**src/design/owm_pkg.sv**
```systemverilog
`default_nettype none
package owm_pkg;

	// timer and register widths
	localparam int TIMER_BITS = 10;
	localparam int CFG_W = 10;
	localparam int NUM_REGS = 7;
	localparam int ADDR_W = 5;
	localparam logic [TIMER_BITS-1:0] TIMER_MAX = '1;

	// register indexes
	localparam logic [2:0] REG_RESET_LOW = 3'd0;
	localparam logic [2:0] REG_PRESENCE_WAIT = 3'd1;
	localparam logic [2:0] REG_RESET_TAIL = 3'd2;
	localparam logic [2:0] REG_SLOT_START = 3'd3;
	localparam logic [2:0] REG_WRITE_HOLD = 3'd4;
	localparam logic [2:0] REG_READ_SAMPLE = 3'd5;
	localparam logic [2:0] REG_READ_TAIL = 3'd6;

	// register reset values
	localparam logic [CFG_W-1:0] DEF_RESET_LOW = 10'd500;
	localparam logic [CFG_W-1:0] DEF_PRESENCE_WAIT = 10'd70;
	localparam logic [CFG_W-1:0] DEF_RESET_TAIL = 10'd500;
	localparam logic [CFG_W-1:0] DEF_SLOT_START = 10'd5;
	localparam logic [CFG_W-1:0] DEF_WRITE_HOLD = 10'd50;
	localparam logic [CFG_W-1:0] DEF_READ_SAMPLE = 10'd5;
	localparam logic [CFG_W-1:0] DEF_READ_TAIL = 10'd50;

	// operation codes
	localparam logic [2:0] OP_RESET = 3'd0;
	localparam logic [2:0] OP_WRITE_BIT = 3'd1;
	localparam logic [2:0] OP_READ_BIT = 3'd2;
	localparam logic [2:0] OP_WRITE_BYTE = 3'd3;
	localparam logic [2:0] OP_READ_BYTE = 3'd4;

	typedef enum logic [3:0] {
		PH_IDLE = 4'd0,
		PH_RST_LOW = 4'd1,
		PH_RST_WAIT = 4'd2,
		PH_RST_TAIL = 4'd3,
		PH_WR_START = 4'd4,
		PH_WR_HOLD = 4'd5,
		PH_RD_START = 4'd6,
		PH_RD_WAIT = 4'd7,
		PH_RD_TAIL = 4'd8
	} phase_t;

	typedef struct packed {
		logic cmd_valid;
		logic [2:0] operation;
		logic [7:0] write_data;
		logic line_level;
	} in_item_t;

	typedef struct packed {
		logic line_release;
		logic busy_res;
		logic done_res;
		logic presence_line;
		logic [7:0] read_byte;
	} out_item_t;

endpackage
`default_nettype wire

```
**src/design/one_wire_bus_master_core.sv**
```systemverilog
// 1-Wire bus master core, one item per time tick
//
// item channel (item_valid/item_ready/item): each accepted item is one tick.
// it carries an optional command (reset, write bit, read bit, write byte,
// read byte), the byte to send and the sampled level of the data line.
// result channel (result_valid/result_ready/result): exactly one result per
// item, in order: the line drive for that tick, busy, done, the latched
// presence level and the received data on the finishing tick.
// slot timings come from seven 10-bit tick count registers on the APB port;
// the user must write them only while no item is in flight; the block itself
// does not enforce this. an item is registered at the input, then its state
// update and result are computed in one pass into the result register.
// throughput: one item per cycle unless the receiver stalls; the timer/phase
// state is updated combinationally, so consecutive ticks follow back to back.
// when the receiver stalls the result register holds; the input register
// keeps one more item and then item_ready drops until the result is taken.
// reset clears the phase to idle, the presence latch to one and loads the
// timing registers with their default tick counts.
`default_nettype none
module one_wire_bus_master_core
	import owm_pkg::*;
(
	input  wire logic              clk,
	input  wire logic              arst_n,
	input  wire logic              item_valid,
	output logic                   item_ready,
	input  wire in_item_t          item,
	output logic                   result_valid,
	input  wire logic              result_ready,
	output out_item_t              result,
	input  wire logic              psel,
	input  wire logic              penable,
	input  wire logic              pwrite,
	input  wire logic [ADDR_W-1:0] paddr,
	input  wire logic [31:0]       pwdata,
	output logic [31:0]            prdata,
	output logic                   pready
);

	logic [CFG_W-1:0] cfg_q [NUM_REGS];
	logic [2:0] reg_idx;

	in_item_t item_s1;
	logic valid_s1;
	logic advance;

	phase_t phase_q, ph;
	logic [TIMER_BITS-1:0] timer_q, tm;
	logic [3:0] bit_count_q, bc;
	logic [7:0] shift_q, sb;
	logic [2:0] op_q, aop;
	logic presence_q, pres;
	out_item_t res;
	logic fin;

	function automatic logic [TIMER_BITS-1:0] load_ticks(input logic [CFG_W-1:0] v);
		logic [16:0] vx;
		logic [TIMER_BITS-1:0] r;
		vx = 17'(v);
		if (vx == 17'd0)
			r = TIMER_BITS'(1);
		else if (vx > 17'(TIMER_MAX))
			r = TIMER_MAX;
		else
			r = TIMER_BITS'(vx);
		return r;
	endfunction

	// configuration port
	assign pready = 1'b1;
	assign reg_idx = paddr[ADDR_W-1:2];

	always_ff @(posedge clk or negedge arst_n) begin
		if (!arst_n) begin
			cfg_q[REG_RESET_LOW] <= DEF_RESET_LOW;
			cfg_q[REG_PRESENCE_WAIT] <= DEF_PRESENCE_WAIT;
			cfg_q[REG_RESET_TAIL] <= DEF_RESET_TAIL;
			cfg_q[REG_SLOT_START] <= DEF_SLOT_START;
			cfg_q[REG_WRITE_HOLD] <= DEF_WRITE_HOLD;
			cfg_q[REG_READ_SAMPLE] <= DEF_READ_SAMPLE;
			cfg_q[REG_READ_TAIL] <= DEF_READ_TAIL;
		end else if (psel && penable && pwrite && 32'(reg_idx) < NUM_REGS) begin
			cfg_q[reg_idx] <= pwdata[CFG_W-1:0];
		end
	end

	always_comb begin
		prdata = '0;
		if (32'(reg_idx) < NUM_REGS && paddr[1:0] == 2'b00)
			prdata = 32'(cfg_q[reg_idx]);
	end

	// input register and handshake
	assign advance = valid_s1 && (!result_valid || result_ready);
	assign item_ready = !valid_s1 || advance;

	always_ff @(posedge clk or negedge arst_n) begin
		if (!arst_n)
			valid_s1 <= 1'b0;
		else if (item_ready)
			valid_s1 <= item_valid;
	end

	always_ff @(posedge clk) begin
		if (item_ready && item_valid)
			item_s1 <= item;
	end

	// one tick of the bus sequencer
	always_comb begin
		ph = phase_q;
		tm = timer_q;
		bc = bit_count_q;
		sb = shift_q;
		aop = op_q;
		pres = presence_q;
		fin = 1'b0;
		res = '0;
		res.line_release = 1'b1;

		// command start
		if (ph == PH_IDLE && item_s1.cmd_valid && item_s1.operation <= OP_READ_BYTE) begin
			aop = item_s1.operation;
			case (item_s1.operation)
				OP_RESET: begin
					ph = PH_RST_LOW;
					tm = load_ticks(cfg_q[REG_RESET_LOW]);
				end
				OP_WRITE_BIT: begin
					sb = {7'd0, item_s1.write_data[0]};
					bc = 4'd1;
					ph = PH_WR_START;
					tm = load_ticks(cfg_q[REG_SLOT_START]);
				end
				OP_WRITE_BYTE: begin
					sb = item_s1.write_data;
					bc = 4'd8;
					ph = PH_WR_START;
					tm = load_ticks(cfg_q[REG_SLOT_START]);
				end
				OP_READ_BIT: begin
					sb = '0;
					bc = 4'd1;
					ph = PH_RD_START;
					tm = load_ticks(cfg_q[REG_SLOT_START]);
				end
				default: begin
					sb = '0;
					bc = 4'd8;
					ph = PH_RD_START;
					tm = load_ticks(cfg_q[REG_SLOT_START]);
				end
			endcase
		end

		if (ph != PH_IDLE) begin
			res.busy_res = 1'b1;
			// line drive for this tick
			case (ph)
				PH_RST_LOW, PH_WR_START, PH_RD_START: res.line_release = 1'b0;
				PH_WR_HOLD: res.line_release = sb[0];
				default: res.line_release = 1'b1;
			endcase

			// phase timer and transitions
			if (tm > TIMER_BITS'(1)) begin
				tm = tm - TIMER_BITS'(1);
			end else begin
				case (ph)
					PH_RST_LOW: begin
						ph = PH_RST_WAIT;
						tm = load_ticks(cfg_q[REG_PRESENCE_WAIT]);
					end
					PH_RST_WAIT: begin
						pres = item_s1.line_level;
						ph = PH_RST_TAIL;
						tm = load_ticks(cfg_q[REG_RESET_TAIL]);
					end
					PH_WR_START: begin
						ph = PH_WR_HOLD;
						tm = load_ticks(cfg_q[REG_WRITE_HOLD]);
					end
					PH_WR_HOLD: begin
						sb = {1'b0, sb[7:1]};
						bc = bc - 4'd1;
						if (bc == 4'd0) begin
							fin = 1'b1;
						end else begin
							ph = PH_WR_START;
							tm = load_ticks(cfg_q[REG_SLOT_START]);
						end
					end
					PH_RD_START: begin
						ph = PH_RD_WAIT;
						tm = load_ticks(cfg_q[REG_READ_SAMPLE]);
					end
					PH_RD_WAIT: begin
						if (aop == OP_READ_BYTE)
							sb = {item_s1.line_level, sb[7:1]};
						else
							sb = {7'd0, item_s1.line_level};
						ph = PH_RD_TAIL;
						tm = load_ticks(cfg_q[REG_READ_TAIL]);
					end
					PH_RD_TAIL: begin
						bc = bc - 4'd1;
						if (bc == 4'd0) begin
							fin = 1'b1;
						end else begin
							ph = PH_RD_START;
							tm = load_ticks(cfg_q[REG_SLOT_START]);
						end
					end
					default: fin = 1'b1;
				endcase

				// command finish
				if (fin) begin
					res.done_res = 1'b1;
					if (aop == OP_READ_BIT || aop == OP_READ_BYTE)
						res.read_byte = sb;
					ph = PH_IDLE;
					tm = '0;
				end
			end
		end
		res.presence_line = pres;
	end

	// sequencer state
	always_ff @(posedge clk or negedge arst_n) begin
		if (!arst_n) begin
			phase_q <= PH_IDLE;
			timer_q <= '0;
			bit_count_q <= '0;
			shift_q <= '0;
			op_q <= '0;
			presence_q <= 1'b1;
		end else if (advance) begin
			phase_q <= ph;
			timer_q <= tm;
			bit_count_q <= bc;
			shift_q <= sb;
			op_q <= aop;
			presence_q <= pres;
		end
	end

	// result register
	always_ff @(posedge clk or negedge arst_n) begin
		if (!arst_n)
			result_valid <= 1'b0;
		else if (advance)
			result_valid <= 1'b1;
		else if (result_ready)
			result_valid <= 1'b0;
	end

	always_ff @(posedge clk) begin
		if (advance)
			result <= res;
	end

	// checks
	a_done_busy: assert property (@(posedge clk) disable iff (!arst_n)
		result_valid && result.done_res |-> result.busy_res)
		else $error("done without busy");

	a_data_on_done: assert property (@(posedge clk) disable iff (!arst_n)
		result_valid && !result.done_res |-> result.read_byte == 8'd0)
		else $error("read data outside finishing tick");

	a_idle_timer: assert property (@(posedge clk) disable iff (!arst_n)
		phase_q == PH_IDLE |-> timer_q == '0)
		else $error("timer running while idle");

	a_bit_count: assert property (@(posedge clk) disable iff (!arst_n)
		bit_count_q <= 4'd8)
		else $error("bit count out of range");

endmodule
`default_nettype wire
```
**config.mk**
```make
export PLATFORM = sky130hd
export DESIGN_NAME = one_wire_bus_master_core
export DESIGN_NICKNAME = d
export VERILOG_FILES = /design/src/design/owm_pkg.sv /design/src/design/one_wire_bus_master_core.sv
export SDC_FILE = /design/constraint.sdc
export NUM_CORES = 1
export LEC_CHECK = 0
export ABC_CLOCK_PERIOD_IN_PS = 4300
export BUFFER_PORTS_ARGS = -buffer_cell sky130_fd_sc_hd__buf_4
export CORE_ASPECT_RATIO = 1.25
export CORE_MARGIN = 1
export CORE_UTILIZATION = 45
export CTS_CLUSTER_SIZE = 12
export DETAILED_ROUTE_END_ITERATION = 10
export HOLD_SLACK_MARGIN = 0.02
export MAX_ROUTING_LAYER = met4
export PLACE_DENSITY = 0.67
export SETUP_SLACK_MARGIN = 0.1
export SLEW_MARGIN = 40
export SYNTH_ARGS = -nofsm -noshare
export SYNTH_HDL_FRONTEND = slang
export SYNTH_SLANG_ARGS = --single-unit
```
**constraint.sdc**
```tcl
create_clock -name clk -period 4.3 [get_ports clk]
set_input_delay 0.645 -clock clk [delete_from_list [all_inputs] [get_ports clk]]
set_output_delay 0.645 -clock clk [all_outputs]
set_load 0.01 [all_outputs]
```
# Yosys cells after proc, flatten, opt, wreduce, memory -nomap -nowiden
# Index checks and enable logic that the tools add are counted.
# Widths: inputs -> output; s select.
[op_classes]
add_sub_neg = 2
magnitude_cmp = 5
eq_ne = 12
n_mux = 54
bitwise_logic = 4
n_reduce_logical = 34
[ops]
columns = ["cell", "count"]
rows = [
  ["$mux 10", 17],
  ["$bwmux 70", 1],
  ["$logic_not 10->1", 7],
  ["$pmux 10 s6", 1],
  ["$mux 4", 10],
  ["$mux 8", 4],
  ["$bmux 10 s3", 1],
  ["$demux 10 s3", 1],
  ["$pmux 4 s7", 1],
  ["$pmux 8 s3", 1],
  ["$eq 4x3->1 const B", 4],
  ["$pmux 8 s2", 1],
  ["$gt 10x1->1 const B", 1],
  ["$mux 1", 10],
  ["$sub 10x1->10 const B", 1],
  ["$eq 3x2->1 const B", 3],
  ["$logic_and 1x1->1", 9],
  ["$logic_not 4->1", 2],
  ["$pmux 4 s2", 1],
  ["$reduce_or 2->1", 4],
  ["$pmux 3 s2", 1],
  ["$reduce_or 5->1", 1],
  ["$eq 4x1->1 const B", 1],
  ["$eq 4x2->1 const B", 1],
  ["21 further kinds", 27],
]
[word_totals]
reg_bits = 127
in_bits = 57
elab_cells = 135

# Logic depth before layout (Yosys ltp)
[depth]
depth_word = 13
mapped_depth = 16
ltp_nobuf = 12

# Worst setup path before layout
# OpenSTA, ideal clock, no wires.
[synth_timing]
path_kind = "reg-to-reg"
from = "reg phase_q[2]"
to = "reg timer_q[6]"
setup_time_ns = 0.135
t_arrival_ns = 3.271
required_time_ns = 4.165
slack_ns = 0.894
path_stages_with_launch = 15
n_path_buf = 2
period_less_slack_ns = 3.406
cell_sequence = "dfrtp_1 > buf_6 > or3b_1 > buf_2 > nor2_1 > nand2_1 > a221oi_1 > inv_1 > ha_1 > xor2_1 > o2111ai_1 > and2_1 > nor3b_2 > a221oi_1 > o21ai_0"
[synth_between]
elab_chain_len = 13
word_cells_on_any_way = 29
classes_between = "add/sub (2); order compare (1); eq/ne (7); mux (12); reduce/logical (7)"
[synth_rtl]
columns = ["item", "line", "rtl"]
rows = [
  ["start: declaration", "one_wire_bus_master_core.sv:47", "phase_t phase_q, ph;"],
  ["start signal: assignment", "one_wire_bus_master_core.sv:240", "phase_q <= ph;"],
  ["$logic_not 4->1", "one_wire_bus_master_core.sv:122", "if (ph == PH_IDLE && item_s1.cmd_valid && item_s1.operation <= OP_READ_BYTE) begin"],
  ["$logic_and 1x1->1 (2 in series)", "one_wire_bus_master_core.sv:122", ""],
  ["$mux 4", "one_wire_bus_master_core.sv:122", ""],
  ["$sub 4x1->4", "one_wire_bus_master_core.sv:185, one_wire_bus_master_core.sv:206", ""],
  ["$logic_not 4->1", "one_wire_bus_master_core.sv:186, one_wire_bus_master_core.sv:207", ""],
  ["$mux 1", "one_wire_bus_master_core.sv:186, one_wire_bus_master_core.sv:207", ""],
  ["$pmux 1 s2", "one_wire_bus_master_core.sv:169", "case (ph)"],
  ["$mux 1", "one_wire_bus_master_core.sv:166", "if (tm > TIMER_BITS'(1)) begin"],
  ["$mux 1", "one_wire_bus_master_core.sv:156", "if (ph != PH_IDLE) begin"],
  ["$mux 10", "one_wire_bus_master_core.sv:218", "if (fin) begin"],
  ["$mux 10", "one_wire_bus_master_core.sv:166", ""],
  ["$mux 10 *", "one_wire_bus_master_core.sv:156", ""],
  ["end signal: assignment", "one_wire_bus_master_core.sv:241", "timer_q <= tm;"],
  ["end: declaration", "one_wire_bus_master_core.sv:48", "logic [TIMER_BITS-1:0] timer_q, tm;"],
]
# Mark *: on every way between the ends. The rest lies on a longest branch, timed or not. The select of a mux whose other input is x is not followed.
# A chain may end at the register's enable or synchronous reset.

# Final worst setup path
[layout_timing]
from = "reg phase_q[0]"
to = "reg result[7] (netlist name) (data pin)"
[layout_between]
elab_chain_len = 12
word_cells_on_any_way = 34
classes_between = "add/sub (1); order compare (1); eq/ne (9); mux (11); bitwise (3); reduce/logical (9)"
[layout_rtl]
columns = ["item", "line", "rtl"]
rows = [
  ["$logic_not 4->1", "one_wire_bus_master_core.sv:122", ""],
  ["$logic_and 1x1->1 (2 in series)", "one_wire_bus_master_core.sv:122", ""],
  ["$mux 4", "one_wire_bus_master_core.sv:122", ""],
  ["$sub 4x1->4", "one_wire_bus_master_core.sv:185, one_wire_bus_master_core.sv:206", ""],
  ["$logic_not 4->1", "one_wire_bus_master_core.sv:186, one_wire_bus_master_core.sv:207", ""],
  ["$mux 1", "one_wire_bus_master_core.sv:186, one_wire_bus_master_core.sv:207", ""],
  ["$pmux 1 s2", "one_wire_bus_master_core.sv:169", ""],
  ["$mux 1", "one_wire_bus_master_core.sv:166", ""],
  ["$mux 1", "one_wire_bus_master_core.sv:156", ""],
  ["$not 1->1 (no line)", "--", ""],
  ["$reduce_or 4->1 (no line)", "--", ""],
  ["end signal: assignment", "one_wire_bus_master_core.sv:261", "result <= res;"],
  ["end: declaration", "one_wire_bus_master_core.sv:30", "output out_item_t result,"],
]
# Parallel ways exist; a longest one is shown, timed or not. The select of a mux whose other input is x is not followed.

==> results.tsv <==
metric	value	unit
status	finished, final reports clean	
met3 wire length	1670	um
worst reg-to-reg path cell count	13	
vias in the first global route	6268	
DR vias/cell	6.18	
CTS sink cnt	127	
fill cell count	1486	
full die area	17600	um^2
antenna cells	0	
total CTS buffers	17	
CTS tree	yes	
leakage	0.00365	uW
CTS Buffer Depth	2	
worst reg2reg path endpoint	result[7]	
VDD IR max	0.000271	V
CP Capture Type	flop	
Die H	148	um
Placed Cells incl. Taps	1026	
layout cells sized above 1	30.7	%
Final Cycle Share	85.7	%
Crit. Startpoint	phase_q[0]	
most frequent cells in the layout	buf_4 (85), mux2_2 (81), nor2_1 (77), nand2_1 (77), dfrtp_1 (76)	
Row Count	53	
Die X	119	um
Worst-Skew Late Latency	0.43	ns
pre-CTS setup slack	0.706	ns
dominant cell type by area after synthesis	dfrtp_1	
number of synthesis warnings	0	
grt ovf	0	
routability cong.	0.925	
Seq cells post-synth	127	
Core Region	16800	um^2
critical path's slowest cell	dfrtp_1	
Worst-path clk slew	0.06	ns
Syn Std Cell Area	7680	um^2
post-CTS setup buffer count	0	
commonest non-fill, non-tap cell in the layout	buf_4	
number of remaining DRC errors	0	
Setup Total Neg Slack	0	ns
worst path required time	4.56	ns
register area share after synthesis	43.4	%
Post-synth EDFFs	25	
Setup-failing EPs final	0	
cell-internal power	2850	uW
syn_area_per_cell	10.0	um^2
Seq pwr share	39.8	%
total number of vias	6542	
num ports	104	
crit-path cells	nor2_1, nand3_1, buf_4, a211oi_1, a21oi_1, inv_1, ha_1, nor2_1, nor2_1, nand4b_4, nand2b_4, a211o_4, a211oi_2	
post-route minimum period	3.69	ns
CTS H-tree lvls	4	
Comb pwr share	26.6	%
DRT antenna net count	0	
Least-Margin Pin Slew	0.907	ns
Root Buffer	clkbuf_16	
Starting Density	45.8	%
Slew Limit Fails	0	
detailed placer's ending HPWL	15100	um
share of the synthesized area in the top cell type	24.8	%
Final Hold Fails	0	
Area Growth Syn to Fin	16.7	%
Sw Pwr	1480	uW
Layout Cells excl Fill	1058	
post-route met1 wirelength	8750	um
Worst slew margin	39.3	%
Max Used Layer	met4	
Routed WL	21800	um
DR iter-0 viols	494	
min setup slack post-route	0.613	ns
Net Sw Frac	34.2	%
Tot GR Track Use	26.7	%
RSZ-0062 raised after global routing	no	
element type at the critical path start	flop	
met2 wire length	10500	um
Crit Path Class	flop to flop	
number of max-cap violations	0	
critical path peak fanout	15	
Hold WC Path Type	input port to async pin	
Synth Flop Type	dfrtp_1	
pin count of the biggest net entering global routing	82	
Post-Synthesis Cells	766	
Setup Skew	0.00813	ns
critical path's largest stage delay	0.55	ns
Routed WL per cell	20.6	um
Area contributors post-synth	dfrtp_1 (25%), mux2_2 (12%), edfxtp_1 (9.8%), dfstp_2 (8.9%), nor2_1 (3.9%)	
first-pass GRT wire length	35000	um
fin nets	886	
Clk pwr share	33.6	%
asr flop ratio synth	80.3	%
Yosys cell types	79	
PwrDens	483	nW/um^2
Initial DRT Pass Iterations	8	
initial antenna violation count	0	
post_cts resized	0	
R2R Setup Slk	0.61	ns
CP Data Arrival Time	3.95	ns
port bufs	58	
Max Clk Rate	271	MHz
hold-fix buffers at CTS	0	
origin of the critical flop-to-flop path	phase_q[0]	
CP dominant cell by count	nor2_1	
power by group through the flow:
stage	Clock (uW)	Sequential [uW]	Combinational, uW
floorplan	0	1620	846
global placement	0	1730	1110
detailed placement	0	1730	1120
CTS	1470	1710	1130
global route	1520	1750	1260
finish	1450	1720	1150
cell families after synthesis:
kind of cell,count (synthesis),synth area share [%]
AND/OR/NAND/NOR,277,18.0
XOR/XNOR,6,0.684
other,2,0.0978
flip-flops,127,43.4
multiplexers,104,16.0
AO/OA/AOI/OAI,166,15.8
adder cells (fa/ha/maj),4,0.652
buffers and inverters,80,5.31
per-stage QoR:
stage / area, um^2 / hold slack, ns / total power, uW / util (%)
2_1_floorplan: 7760 / 0.349 / 2470 / -
3_3_place_gp: 8340 / 0.464 / 2830 / 49.7
3_5_place_dp: 8360 / 0.468 / 2850 / 49.8
4_1_cts: 8960 / 0.290 / 4310 / 53.4
5_1_grt: 8960 / 0.289 / 4520 / 53.4
6_report: 8960 / 0.218 / 4330 / 53.4
layout make-up:
type	count	area, um^2	share of cell area, %
Sequential cell	127	3340	37.2
Multi-Input combinational cell	580	4040	45.1
Timing Repair Buffer	87	663	7.40
Clock inverter	12	120	1.34
Clock buffer	20	479	5.35
Tap cell	220	275	3.07
Inverter	12	45.0	0.503
flip-flops by register name, summed over array words and instances, names as in the netlist:
register,flops
bit_count_q,4
cfg_q,70
item_s1,13
op_q,3
phase_q,4
presence_q,1
result,12
result_valid,1
shift_q,8
timer_q,10
valid_s1,1
cell usage after synthesis, drive strengths merged (6+ instances only):
cell,count
mux2,82
nor2,80
nand2,77
dfrtp,76
clkbuf,38
a21oi,35
buf,30
o21ai,27
dfstp,26
edfxtp,25
nand3,21
nor3,17
nor4,16
a211oi,15
mux2i,15
a31oi,13
nand4,13
inv,12
a221oi,10
a222oi,10
or3,9
a22oi,8
mux4,7
nand2b,7
nor3b,7
and2,6
worst max path at each step:
stage / to / cells after the start
floorplan: timer_q[6] / 14
global placement: timer_q[3] / 12
detailed placement: timer_q[3] / 12
CTS: result[7] / 13
global route: result[7] / 11
finish: result[7] / 13
critical path: cells and delay by family, from the launching register on:
kind,cells,cell delay (ns)
buf+inv,2,0.35
fa+ha+maj,1,0.16
compound gates,4,0.97
flops,1,0.55
simple gates,6,1.48
per-layer routing:
metal	global-route usage, %	vias up
li1	-	2967
met1	32.6	3154
met2	41.7	351
met3	5.44	70
met4	14.5	0
met5	-	-
(Power assumes the default switching activity.)
